==> src/hw/rtl/tbpc_pkg.sv <==
// ---------------------------------------------------------------------------
// tbpc_pkg
// Types, register indexes and reset values of the two-button classifier.
// ---------------------------------------------------------------------------
`timescale 1ns / 1ps

package tbpc_pkg;

  localparam int unsigned TimeW = 32;
  localparam int unsigned LimW  = 16;
  localparam int unsigned IdxW  = 3;

  typedef enum logic [2:0] {
    EV_NONE      = 3'd0,
    EV_INVALID   = 3'd1,
    EV_SHORT     = 3'd2,
    EV_LONG      = 3'd3,
    EV_BOTH_LONG = 3'd4,
    EV_STUCK     = 3'd5
  } ev_e;

  typedef enum logic [IdxW-1:0] {
    REG_BOUNCE_LIMIT = 3'd0,
    REG_SHORT_LOW    = 3'd1,
    REG_SHORT_HIGH   = 3'd2,
    REG_LONG_LOW     = 3'd3,
    REG_LONG_HIGH    = 3'd4,
    REG_FAULT_LIMIT  = 3'd5
  } reg_e;

  localparam logic [LimW-1:0] BounceLimitRst = 16'd50;
  localparam logic [LimW-1:0] ShortLowRst    = 16'd50;
  localparam logic [LimW-1:0] ShortHighRst   = 16'd1000;
  localparam logic [LimW-1:0] LongLowRst     = 16'd1500;
  localparam logic [LimW-1:0] LongHighRst    = 16'd2500;
  localparam logic [LimW-1:0] FaultLimitRst  = 16'd5000;

  typedef struct packed {
    logic [LimW-1:0] bounce_limit;
    logic [LimW-1:0] short_low;
    logic [LimW-1:0] short_high;
    logic [LimW-1:0] long_low;
    logic [LimW-1:0] long_high;
    logic [LimW-1:0] fault_limit;
  } cfg_t;

  // per-channel update control
  typedef struct packed {
    logic step;     // transaction leaves the input register this cycle
    logic restart;  // that transaction is a restart command
  } chan_ctrl_t;

endpackage

==> src/hw/rtl/tbpc_chan.sv <==
// ---------------------------------------------------------------------------
// tbpc_chan
// One button channel: timestamp, held and combo flags, event decode.
// ---------------------------------------------------------------------------
`timescale 1ns / 1ps

module tbpc_chan import tbpc_pkg::*; (
  input  logic             clk_i,
  input  logic             rst_ni,
  input  chan_ctrl_t       ctrl_i,
  input  cfg_t             cfg_i,
  input  logic [TimeW-1:0] now_i,
  input  logic             own_i,
  input  logic             other_i,
  output ev_e              ev_o
);

  logic [TimeW-1:0] stamp_q, stamp_d;
  logic             held_q, held_d;
  logic             combo_q, combo_d;

  logic [TimeW-1:0] elapsed;
  logic             in_long;
  logic             own_alone;
  logic             held_arm;
  ev_e              ev;

  // a released channel restamps to now, so elapsed is zero
  assign elapsed   = held_q ? (now_i - stamp_q) : '0;
  assign in_long   = (elapsed > TimeW'(cfg_i.long_low)) && (elapsed < TimeW'(cfg_i.long_high));
  assign own_alone = own_i && !other_i;
  assign held_arm  = held_q || (own_alone && (elapsed < TimeW'(cfg_i.short_high)));

  always_comb begin
    held_d  = held_arm;
    combo_d = combo_q;
    ev      = EV_NONE;
    if (own_alone && !combo_q && in_long) begin
      held_d  = 1'b1;
      combo_d = 1'b1;
      ev      = EV_LONG;
    end else if (own_i && other_i && !combo_q && in_long) begin
      held_d  = 1'b1;
      combo_d = 1'b1;
      ev      = EV_BOTH_LONG;
    end else if (held_arm && !own_i) begin
      held_d  = 1'b0;
      combo_d = 1'b0;
      if (elapsed <= TimeW'(cfg_i.bounce_limit)) begin
        ev = EV_INVALID;
      end else if ((elapsed > TimeW'(cfg_i.short_low)) &&
                   (elapsed < TimeW'(cfg_i.short_high))) begin
        ev = EV_SHORT;
      end else if (elapsed > TimeW'(cfg_i.fault_limit)) begin
        ev = EV_STUCK;
      end
    end else if (own_i && (elapsed >= TimeW'(cfg_i.long_high))) begin
      held_d = 1'b1;
      ev     = EV_STUCK;
    end
  end

  // restart keeps the flags and reports nothing
  always_comb begin
    if (ctrl_i.restart) begin
      stamp_d = now_i;
    end else begin
      stamp_d = held_q ? stamp_q : now_i;
    end
  end

  assign ev_o = ctrl_i.restart ? EV_NONE : ev;

  always_ff @(posedge clk_i or negedge rst_ni) begin
    if (!rst_ni) begin
      stamp_q <= '0;
      held_q  <= 1'b0;
      combo_q <= 1'b0;
    end else if (ctrl_i.step) begin
      stamp_q <= stamp_d;
      if (!ctrl_i.restart) begin
        held_q  <= held_d;
        combo_q <= combo_d;
      end
    end
  end

endmodule

==> src/hw/rtl/two_button_press_classifier_top.sv <==
// ---------------------------------------------------------------------------
// two_button_press_classifier_top
// Classifies presses of two buttons into invalid, short, long, both-long and
// stuck-fault events from a stream of timed polls.
// ---------------------------------------------------------------------------
// Each accepted poll gives exactly one result holding an event for each
// button. Throughput is one transaction per clock while the output is not
// stalled: a poll is captured in an input register and decoded in a single
// stage into the result register, where both channel states update in the
// same cycle. A stalled output holds the poll in the input register. The
// input register doubles as a skid stage, so one poll is still accepted
// while a result waits. Threshold registers must be written by the user
// through the cfg port while no transaction is in flight (unchecked).
`timescale 1ns / 1ps

module two_button_press_classifier_top import tbpc_pkg::*; (
  input  logic             clk_i,
  input  logic             rst_ni,
  // configuration
  input  logic             cfg_we_i,
  input  logic [IdxW-1:0]  cfg_idx_i,
  input  logic [LimW-1:0]  cfg_wdata_i,
  // poll input
  input  logic             in_valid_i,
  output logic             in_stall_o,
  input  logic             command_i,
  input  logic [TimeW-1:0] now_i,
  input  logic             mode_pressed_i,
  input  logic             set_pressed_i,
  // event output
  output logic             out_valid_o,
  input  logic             out_stall_i,
  output logic [2:0]       mode_event_o,
  output logic [2:0]       set_event_o
);

  cfg_t cfg_q, cfg_d;

  logic             in_valid_q, in_valid_d;
  logic             cmd_q;
  logic [TimeW-1:0] now_q;
  logic             mode_q, set_q;
  logic             out_valid_q, out_valid_d;
  ev_e              mode_ev_q, set_ev_q;
  ev_e              mode_ev, set_ev;

  logic       in_accept;
  logic       advance;
  chan_ctrl_t ctrl;

  // ---- configuration registers
  always_comb begin
    cfg_d = cfg_q;
    if (cfg_we_i) begin
      case (reg_e'(cfg_idx_i))
        REG_BOUNCE_LIMIT: cfg_d.bounce_limit = cfg_wdata_i;
        REG_SHORT_LOW:    cfg_d.short_low    = cfg_wdata_i;
        REG_SHORT_HIGH:   cfg_d.short_high   = cfg_wdata_i;
        REG_LONG_LOW:     cfg_d.long_low     = cfg_wdata_i;
        REG_LONG_HIGH:    cfg_d.long_high    = cfg_wdata_i;
        REG_FAULT_LIMIT:  cfg_d.fault_limit  = cfg_wdata_i;
        default:          cfg_d = cfg_q;
      endcase
    end
  end

  always_ff @(posedge clk_i or negedge rst_ni) begin
    if (!rst_ni) begin
      cfg_q.bounce_limit <= BounceLimitRst;
      cfg_q.short_low    <= ShortLowRst;
      cfg_q.short_high   <= ShortHighRst;
      cfg_q.long_low     <= LongLowRst;
      cfg_q.long_high    <= LongHighRst;
      cfg_q.fault_limit  <= FaultLimitRst;
    end else begin
      cfg_q <= cfg_d;
    end
  end

  // ---- handshake
  assign advance    = in_valid_q && (!out_valid_q || !out_stall_i);
  assign in_stall_o = in_valid_q && !advance;
  assign in_accept  = in_valid_i && !in_stall_o;

  always_comb begin
    in_valid_d = in_valid_q;
    if (in_accept) begin
      in_valid_d = 1'b1;
    end else if (advance) begin
      in_valid_d = 1'b0;
    end
  end

  always_comb begin
    out_valid_d = out_valid_q;
    if (advance) begin
      out_valid_d = 1'b1;
    end else if (!out_stall_i) begin
      out_valid_d = 1'b0;
    end
  end

  always_ff @(posedge clk_i or negedge rst_ni) begin
    if (!rst_ni) begin
      in_valid_q  <= 1'b0;
      out_valid_q <= 1'b0;
    end else begin
      in_valid_q  <= in_valid_d;
      out_valid_q <= out_valid_d;
    end
  end

  // ---- input register
  always_ff @(posedge clk_i) begin
    if (in_accept) begin
      cmd_q  <= command_i;
      now_q  <= now_i;
      mode_q <= mode_pressed_i;
      set_q  <= set_pressed_i;
    end
  end

  // ---- channels
  assign ctrl.step    = advance;
  assign ctrl.restart = cmd_q;

  tbpc_chan u_mode_chan (
    .clk_i   (clk_i),
    .rst_ni  (rst_ni),
    .ctrl_i  (ctrl),
    .cfg_i   (cfg_q),
    .now_i   (now_q),
    .own_i   (mode_q),
    .other_i (set_q),
    .ev_o    (mode_ev)
  );

  tbpc_chan u_set_chan (
    .clk_i   (clk_i),
    .rst_ni  (rst_ni),
    .ctrl_i  (ctrl),
    .cfg_i   (cfg_q),
    .now_i   (now_q),
    .own_i   (set_q),
    .other_i (mode_q),
    .ev_o    (set_ev)
  );

  // ---- result register
  always_ff @(posedge clk_i) begin
    if (advance) begin
      mode_ev_q <= mode_ev;
      set_ev_q  <= set_ev;
    end
  end

  assign out_valid_o  = out_valid_q;
  assign mode_event_o = mode_ev_q;
  assign set_event_o  = set_ev_q;

endmodule

==> config.mk <==
export PLATFORM = sky130hd
export DESIGN_NAME = two_button_press_classifier_top
export DESIGN_NICKNAME = d
export VERILOG_FILES = /design/src/hw/rtl/tbpc_pkg.sv /design/src/hw/rtl/tbpc_chan.sv /design/src/hw/rtl/two_button_press_classifier_top.sv
export SDC_FILE = /design/constraint.sdc
export NUM_CORES = 1
export LEC_CHECK = 0
export ABC_CLOCK_PERIOD_IN_PS = 4200
export BUFFER_PORTS_ARGS = -buffer_cell sky130_fd_sc_hd__buf_4
export CORE_AREA = 3 3 183 185
export DETAILED_ROUTE_END_ITERATION = 12
export DIE_AREA = 0 0 186 188
export GPL_ROUTABILITY_DRIVEN = 0
export PLACE_DENSITY = 0.69
export SLEW_MARGIN = 20
export SYNTH_ARGS = -nofsm -noshare
export SYNTH_HDL_FRONTEND = slang
export SYNTH_SLANG_ARGS = --single-unit
==> constraint.sdc <==
create_clock -name clk_i -period 4.2 [get_ports clk_i]
set_input_delay 0.42 -clock clk_i [delete_from_list [all_inputs] [get_ports clk_i]]
set_output_delay 0.42 -clock clk_i [all_outputs]
set_load 0.01 [all_outputs]
-- Word-level counts from Yosys, hierarchy flattened
Cells that the tools add are included.
Widths: inputs -> output; s select.
- word-level logic and storage cells: 137
- output and inout port bits: 8
- input port bits: 59
- register bits after elaboration: 207
- mux-type cells: 38
- reductions and logical operators: 52
- add/sub/neg operators: 2
- equal/unequal tests: 8
- bitwise logic cells: 1
- order comparisons: 14
- operator list (kind ; count):
    $gt 32x16->1 ; 6
    $mux 32 ; 6
    $lt 32x16->1 ; 4
    $ge 32x16->1 ; 2
    $le 32x16->1 ; 2
    $sub 32x32->32 ; 2
    $mux 3 ; 12
    $logic_and 1x1->1 ; 24
    $mux 1 ; 18
    $reduce_and 2->1 ; 9
    $logic_not 1->1 ; 8
    $eq 3x2->1 const B ; 2
    $eq 3x3->1 const B ; 2
    $reduce_and 3->1 ; 2
    $reduce_bool 3->1 ; 2
    $mux 2 ; 2
    $ne 2x2->1 const B ; 2
    $reduce_or 2->1 ; 2
    $eq 3x1->1 const B ; 1
    $logic_not 3->1 ; 1
    $logic_or 1x1->1 ; 3
    $ne 2x1->1 const B ; 1
    $reduce_bool 2->1 ; 1
    $not 1->1 ; 1

-- Logic depth before layout (Yosys ltp)
- word-level depth: 9
- depth in mapped cells: 23
- gate-level depth less buffers: 23

-- Modules after synthesis
From an unflattened synthesis, not the netlist that was laid out.
- cell total of the unflattened synthesis: 1824
- area, all modules: 17151.4 um^2
- by module, submodules not included (module ; cells an instance ; times used ; sequential area each (um^2) ; area an instance (um^2)):
    tbpc_chan (u_mode_chan) ; 797 ; 1 ; 850.8 ; 6195.9
    tbpc_chan (u_set_chan) ; 770 ; 1 ; 850.8 ; 5919.4
    two_button_press_classifier_top ; 257 ; 1 ; 3719.8 ; 5036.1

-- Least setup slack after synthesis
OpenSTA, ideal clock, no wires.
- path type: flip-flop to flip-flop
- start point: reg now_q[0]
- end point: reg mode_ev_q[0], in the netlist mode_event_o[0], data pin
- arrival: 4.120 ns
- slack: -0.189 ns
- required time: 3.930 ns
- buffers on the path: 0
- period minus slack after synthesis: 4.389 ns
- setup time: 0.270 ns
- cell stages (with the launch flop): 21
- path through: edfxtp_1 > inv_1 > ha_1 > fa_1 > and2b_1 > o2111ai_1 > a311o_1 > a21oi_1 > nor2b_1 > nor2_1 > nor2_1 > xor2_1 > nor2_1 > ha_1 > and3_1 > nand3_1 > or3_1 > or3_1 > a311o_1 > a21oi_1 > o22ai_1
- longest elaborated chain between the ends: 9
- elaborated cells between the ends (all ways): 24
- classes of those cells: 1 x add/sub; 7 x order compare; 8 x mux; 8 x reduce/logical
- RTL lines (item ; line ; RTL):
    start, declared ; two_button_press_classifier_top.sv:41 ; logic [TimeW-1:0] now_q;
    start signal, assigned ; two_button_press_classifier_top.sv:117 ; now_q <= now_i;
    $sub 32x32->32 * ; tbpc_chan.sv:29 ; assign elapsed = held_q ? (now_i - stamp_q) : '0;
    $mux 32 * ; tbpc_chan.sv:29 ;
    $gt 32x16->1, or another cell as far along ; tbpc_chan.sv:54 ; end else if (elapsed > TimeW'(cfg_i.fault_limit)) begin
    $mux 3, or another cell as far along ; tbpc_chan.sv:54 ;
    $mux 3 / $logic_or 1x1->1 (equally long branches) ; tbpc_chan.sv:51, tbpc_chan.sv:32 ;
    $mux 3 / $logic_and 1x1->1 (equally long branches) ; tbpc_chan.sv:49, tbpc_chan.sv:46 ;
    $mux 3 ; tbpc_chan.sv:46 ; end else if (held_arm && !own_i) begin
    $mux 3 ; tbpc_chan.sv:42 ; end else if (own_i && other_i && !combo_q && in_long) begin
    $mux 2 * ; tbpc_chan.sv:38 ; if (own_alone && !combo_q && in_long) begin
    end signal, assigned ; two_button_press_classifier_top.sv:152 ; mode_ev_q <= mode_ev;
    end, declared ; two_button_press_classifier_top.sv:44 ; ev_e mode_ev_q, set_ev_q;
Mark *: on every way between the ends. The rest lies on a longest branch, timed or not.
A chain may end at the register's enable or synchronous reset.

-- Worst setup path in the final report
- start point: reg u_mode_chan.stamp_q[0]
- end point: reg mode_ev_q[0], in the netlist mode_event_o[0], data pin
- longest elaborated chain between the ends: 9
- elaborated cells between the ends (all ways): 24
- classes of those cells: 1 x add/sub; 7 x order compare; 8 x mux; 8 x reduce/logical
- RTL lines (item ; line ; RTL):
    start, declared ; tbpc_chan.sv:18 ; logic [TimeW-1:0] stamp_q, stamp_d;
    start signal, assigned ; tbpc_chan.sv:80 ; stamp_q <= stamp_d;
    $sub 32x32->32 * ; tbpc_chan.sv:29 ;
    $mux 32 * ; tbpc_chan.sv:29 ;
    $gt 32x16->1, or another cell as far along ; tbpc_chan.sv:54 ;
    $mux 3, or another cell as far along ; tbpc_chan.sv:54 ;
    $mux 3 / $logic_or 1x1->1 (equally long branches) ; tbpc_chan.sv:51, tbpc_chan.sv:32 ;
    $mux 3 / $logic_and 1x1->1 (equally long branches) ; tbpc_chan.sv:49, tbpc_chan.sv:46 ;
    $mux 3 ; tbpc_chan.sv:46 ;
    $mux 3 ; tbpc_chan.sv:42 ;
    $mux 2 * ; tbpc_chan.sv:38 ;
Marks and branches as above.

==> summary.md <==
| Metric | Value |
|---|---|
| Vertical extent of the die | approximately 190 um |
| DRC | 0 |
| Number of synthesized flops with an enable pin | 41 |
| Initial Utilization | 49.72% |
| Endpoints failing setup | 5 |
| Average wire per standard cell | 18.70 um |
| Clock Tree Buf Depth | 3 |
| Critical-path cell with the highest stage delay | sky130_fd_sc_hd__dfrtp_1 |
| Total length of routed met2 wires | 19910 um |
| Crit path DAT | 4.83 ns |
| CTS tree | yes |
| Inserted Clock Buffers | 25 |
| Number of different library cells in the post-synthesis netlist | roughly 80 |
| Top Layer Used | met4 |
| RSZ-0062 raised after global routing | yes |
| Post-layout total power | approximately 0.014 W |
| Int Pwr | a little over 0.008 W |
| Net Count, Synth | 2028 |
| Area share of the largest cell type after synthesis | between 20% and 30% |
| DR WL met3 | 2656 um |
| Number of warnings reported in the yosys synthesis log | 0 |
| Clock root cell | sky130_fd_sc_hd__clkbuf_16 |
| Area of the die | 0.03497 mm2 |
| Via count of the routed design | 13.68k |
| Setup slack on the worst flop-to-flop path | -0.37 ns |
| Share of layout cells above drive strength 1 | 24.74% |
| Cell Area, Placed | 0.01781 mm2 |
| Library cell with the largest summed area after synthesis | sky130_fd_sc_hd__dfrtp_1 |
| Count of port buffers added during placement | 66 |
| Area delta synth->final | 20.15% |
| Fmax | 218.8 MHz |
| Cell area after technology mapping | 0.01601 mm2 |
| Total of flip-flops plus latches after synthesis | 207 |
| Failing checks | hold timing, setup timing |
| Async set-reset flop share out of synthesis | 80.19% |
| List of most frequent post-synthesis cells | 240 x sky130_fd_sc_hd__ha_1, 168 x sky130_fd_sc_hd__inv_1, 137 x sky130_fd_sc_hd__dfrtp_1 |
| Global Route Usage Sum | between 20 and 25% |
| Worst Skew | roughly 0.026 ns |
| Std cell rows | 66 |
| CP delay by family, top | simple AND/OR/NAND/NOR gates |
| CP Launch Point | u_mode_chan.stamp_q[0]$_DFFE_PN0P_ |
| Pin slew with the least headroom to its limit | 1.082 ns |
| Remaining antenna violation count after routing | 0 |
| Final count of hold timing violations | 21 |
| Crit start category | register |
| Syn Inst Count | 1727 |
| Final instance area | between 0.015 and 0.02 mm2 |
| P per Cell Area | about 750 mW/mm2 |
| Status | complete, but fails checks |
| Number of cells traversed by the worst register-to-register path | 20 |
| Via density | 5.867 |
| Die Width | between 150 and 200 um |
| Power share of the clock group | 15.4% |
| Antenna violations before repair | 0 |
| Type of destination of the critical path | register |
| TritonCTS Sinks | between 200 and 250 |
| Static Leakage | 8.881 nW |
| Slew margin rel. | a little over a quarter |
| HPWL after DPL | 33770 um |
| Start-to-end type of the worst setup path | register to register |
| Reg2reg end | mode_event_o[0]$_SDFFCE_PP0P_ |
| Share of the yosys chip area belonging to registers | between 30 and 40% |
| Maximum fanout along the worst path | 4 |
| Final WL | 43600 um |
| Critical-path cell list | ha_4 > fa_2 > and2b_1 > o2111ai_2 > a311o_1 > a21oi_2 > nor2b_2 > nor2_1 > nor2_1 > xor2_1 > nor2_4 > buf_12 > ha_4 > and3_4 > nand3_2 > or3_1 > or3_1 > a311o_1 > a21oi_2 > o22ai_1 |
| Placeable core region | around 0.032 mm2 |
| Reg power frac | 19.7% |
| I/O pins | 67 |
| Hold Path Class | input pin to asynchronous set/reset pin |
| Total Nets Final | 2207 |
| Final Slew Violations | 0 |
| Overflow after GRT | 0 |
| Synth Flop Type | sky130_fd_sc_hd__dfrtp_1 |
| Combined buffer and inverter count along the critical path | 1 |
| Share of the clock period used by the worst path after layout | 108.8% |
| Antenna diodes | 0 |
| Drt first-iter violations | 930 |
| Worst-case setup margin in the final layout | -0.3702 ns |
| Largest net degree at the start of global routing | 98 |
| Data required time at the worst endpoint | around 4.5 ns |
| Post-cts hold buffer count | 0 |
| Cell types occupying the most area after synthesis | sky130_fd_sc_hd__dfrtp_1 21%, sky130_fd_sc_hd__ha_1 19%, sky130_fd_sc_hd__edfxtp_1 7.7% |
| Wire length of the first global-routing pass | 70060 um |
| Cell with the most instances after synthesis | sky130_fd_sc_hd__ha_1 |
| Final Hold Slack | -0.03085 ns |
| Switching power summed over all nets | 0.006307 W |
| Clk slew on worst S/H paths | 0.06 ns |
| Peak per-stage delay on the critical path | about 0.4 ns |
| Clock period minus final worst setup slack | 4.570 ns |
| Combinational Power Share | 64.9% |
| Latest clock arrival within the worst-skew pair | 0.55 ns |
| Deepest level of the CTS H-tree | 1 |
| Vias in the first global route | between 10k and 15k |
| Mean cell area of the mapped netlist | 9.272 um2 |
| Routed metal-1 wirelength | a little under 20000 um |
| Switching power share of the total | 43.55% |
| Origin of the critical flop-to-flop path | u_mode_chan.stamp_q[0]$_DFFE_PN0P_ |
| Highest ir drop seen on vdd | around 0.00048 V |
| Total iterations of the first detailed-routing run | 5 |
| Number of max-cap violations | 0 |
-- metrics by stage --
stage / setup TNS [ns] / util [%] / cells / hold WS, ns / setup WS [ns]
3_5_place_dp: -2.503 / 55.30 / 2271 / 0.4755 / -0.3426
3_3_place_gp: -1.388 / 55.30 / 2271 / 0.4503 / -0.2726
4_1_cts: -0.9738 / 58.87 / 2329 / 0.01344 / -0.3453
2_1_floorplan: 0 / - / 1727 / 0.1244 / 0.007485
5_1_grt: -2.786 / 59.74 / 2332 / 0.02734 / -0.4784
6_report: -1.377 / 59.74 / 2332 / -0.03085 / -0.3702
-- cell usage in the layout, fill, tap and decap left out, types with 13 or more instances in the layout --
master                      count
sky130_fd_sc_hd__mux2_2        99
sky130_fd_sc_hd__xnor2_1       22
sky130_fd_sc_hd__a21oi_2       13
sky130_fd_sc_hd__nor3_1        28
sky130_fd_sc_hd__edfxtp_1      41
sky130_fd_sc_hd__ha_1         227
sky130_fd_sc_hd__nand2b_1      30
sky130_fd_sc_hd__a21o_1        36
sky130_fd_sc_hd__dfrtp_1      137
sky130_fd_sc_hd__nor2_1        79
sky130_fd_sc_hd__a31oi_1       13
sky130_fd_sc_hd__o21ai_0      123
sky130_fd_sc_hd__o211ai_1      19
sky130_fd_sc_hd__o21a_1        17
sky130_fd_sc_hd__clkbuf_16     25
sky130_fd_sc_hd__nand4_1       51
sky130_fd_sc_hd__buf_4        202
sky130_fd_sc_hd__nor2b_1       31
sky130_fd_sc_hd__a21oi_1      102
sky130_fd_sc_hd__inv_1        166
sky130_fd_sc_hd__nand2_1      127
sky130_fd_sc_hd__dfstp_2       29
sky130_fd_sc_hd__nand3_1       24
sky130_fd_sc_hd__xor2_1        25
-- cell families after synthesis --
group | share of synthesized area [%]
simple gates | 14.39
mux | 7.212
flops | 33.86
compound gates | 17.27
fa+ha+maj | 19.32
xor+xnor | 2.680
buf+inv | 5.282
-- power groups by stage --
stage	sequential, W	clock [W]	combinational [W]
after floorplan	0.00279	0	0.00570
after global placement	0.00286	0	0.00820
after detailed placement	0.00288	0	0.00850
after CTS	0.00285	0.00228	0.00891
after global routing	0.00291	0.00236	0.0104
final	0.00285	0.00224	0.00939
-- how the worst max path moves through the flow --
stage	to	cells past startpoint
3_3_place_gp	mode_event_o[0]$_SDFFCE_PP0P_	21
3_5_place_dp	mode_event_o[2]$_SDFFCE_PP0P_	21
4_1_cts	mode_event_o[0]$_SDFFCE_PP0P_	19
2_1_floorplan	mode_event_o[0]$_SDFFCE_PP0P_	20
6_report	mode_event_o[0]$_SDFFCE_PP0P_	20
5_1_grt	mode_event_o[0]$_SDFFCE_PP0P_	19
-- worst register-to-register path, stage by stage, from the launching register on --
cell                        delay, ns
sky130_fd_sc_hd__dfrtp_1         0.41
sky130_fd_sc_hd__ha_4            0.18
sky130_fd_sc_hd__fa_2            0.33
sky130_fd_sc_hd__and2b_1         0.23
sky130_fd_sc_hd__o2111ai_2       0.15
sky130_fd_sc_hd__a311o_1         0.34
sky130_fd_sc_hd__a21oi_2         0.16
sky130_fd_sc_hd__nor2b_2         0.07
sky130_fd_sc_hd__nor2_1          0.10
sky130_fd_sc_hd__nor2_1          0.07
sky130_fd_sc_hd__xor2_1          0.22
sky130_fd_sc_hd__nor2_4          0.12
sky130_fd_sc_hd__buf_12          0.15
sky130_fd_sc_hd__ha_4            0.26
sky130_fd_sc_hd__and3_4          0.18
sky130_fd_sc_hd__nand3_2         0.07
sky130_fd_sc_hd__or3_1           0.37
sky130_fd_sc_hd__or3_1           0.37
sky130_fd_sc_hd__a311o_1         0.31
sky130_fd_sc_hd__a21oi_2         0.13
sky130_fd_sc_hd__o22ai_1         0.08
-- metal layers --
metal	vias to the layer above	global-route usage [%]
met5	-	0
li1	6644	-
met1	6539	34.47
met3	95	3.240
met4	0	7.534
met2	404	40.45
-- registers in the layout (all words and copies together) (netlist names) --
name / flops
cfg_q: 96
u_set_chan.combo_q: 1
set_event_o: 3
u_mode_chan.held_q: 1
u_mode_chan.combo_q: 1
mode_q: 1
set_q: 1
now_q: 32
in_valid_q: 1
u_set_chan.stamp_q: 32
mode_event_o: 3
u_mode_chan.stamp_q: 32
out_valid_o: 1
u_set_chan.held_q: 1
cmd_q: 1
-- final cells by class --
class | instances | area [um2]
Clock buffer | 34 | 699.4
Clock inverter | 11 | 142.6
Inverter | 169 | 634.4
Sequential cell | 207 | 5421
Multi-Input combinational cell | 1297 | 10260
Timing Repair Buffer | 206 | 1570
Fill cell | 2773 | 12970
Tap cell | 408 | 510.5
-- timing repair --
action	4_1_cts	5_1_grt
pin swaps	48	26
resized for setup	47	48
buffers inserted	15	4
setup endpoints to repair	10	10
No activity file was read; power rests on OpenSTA's default activity.
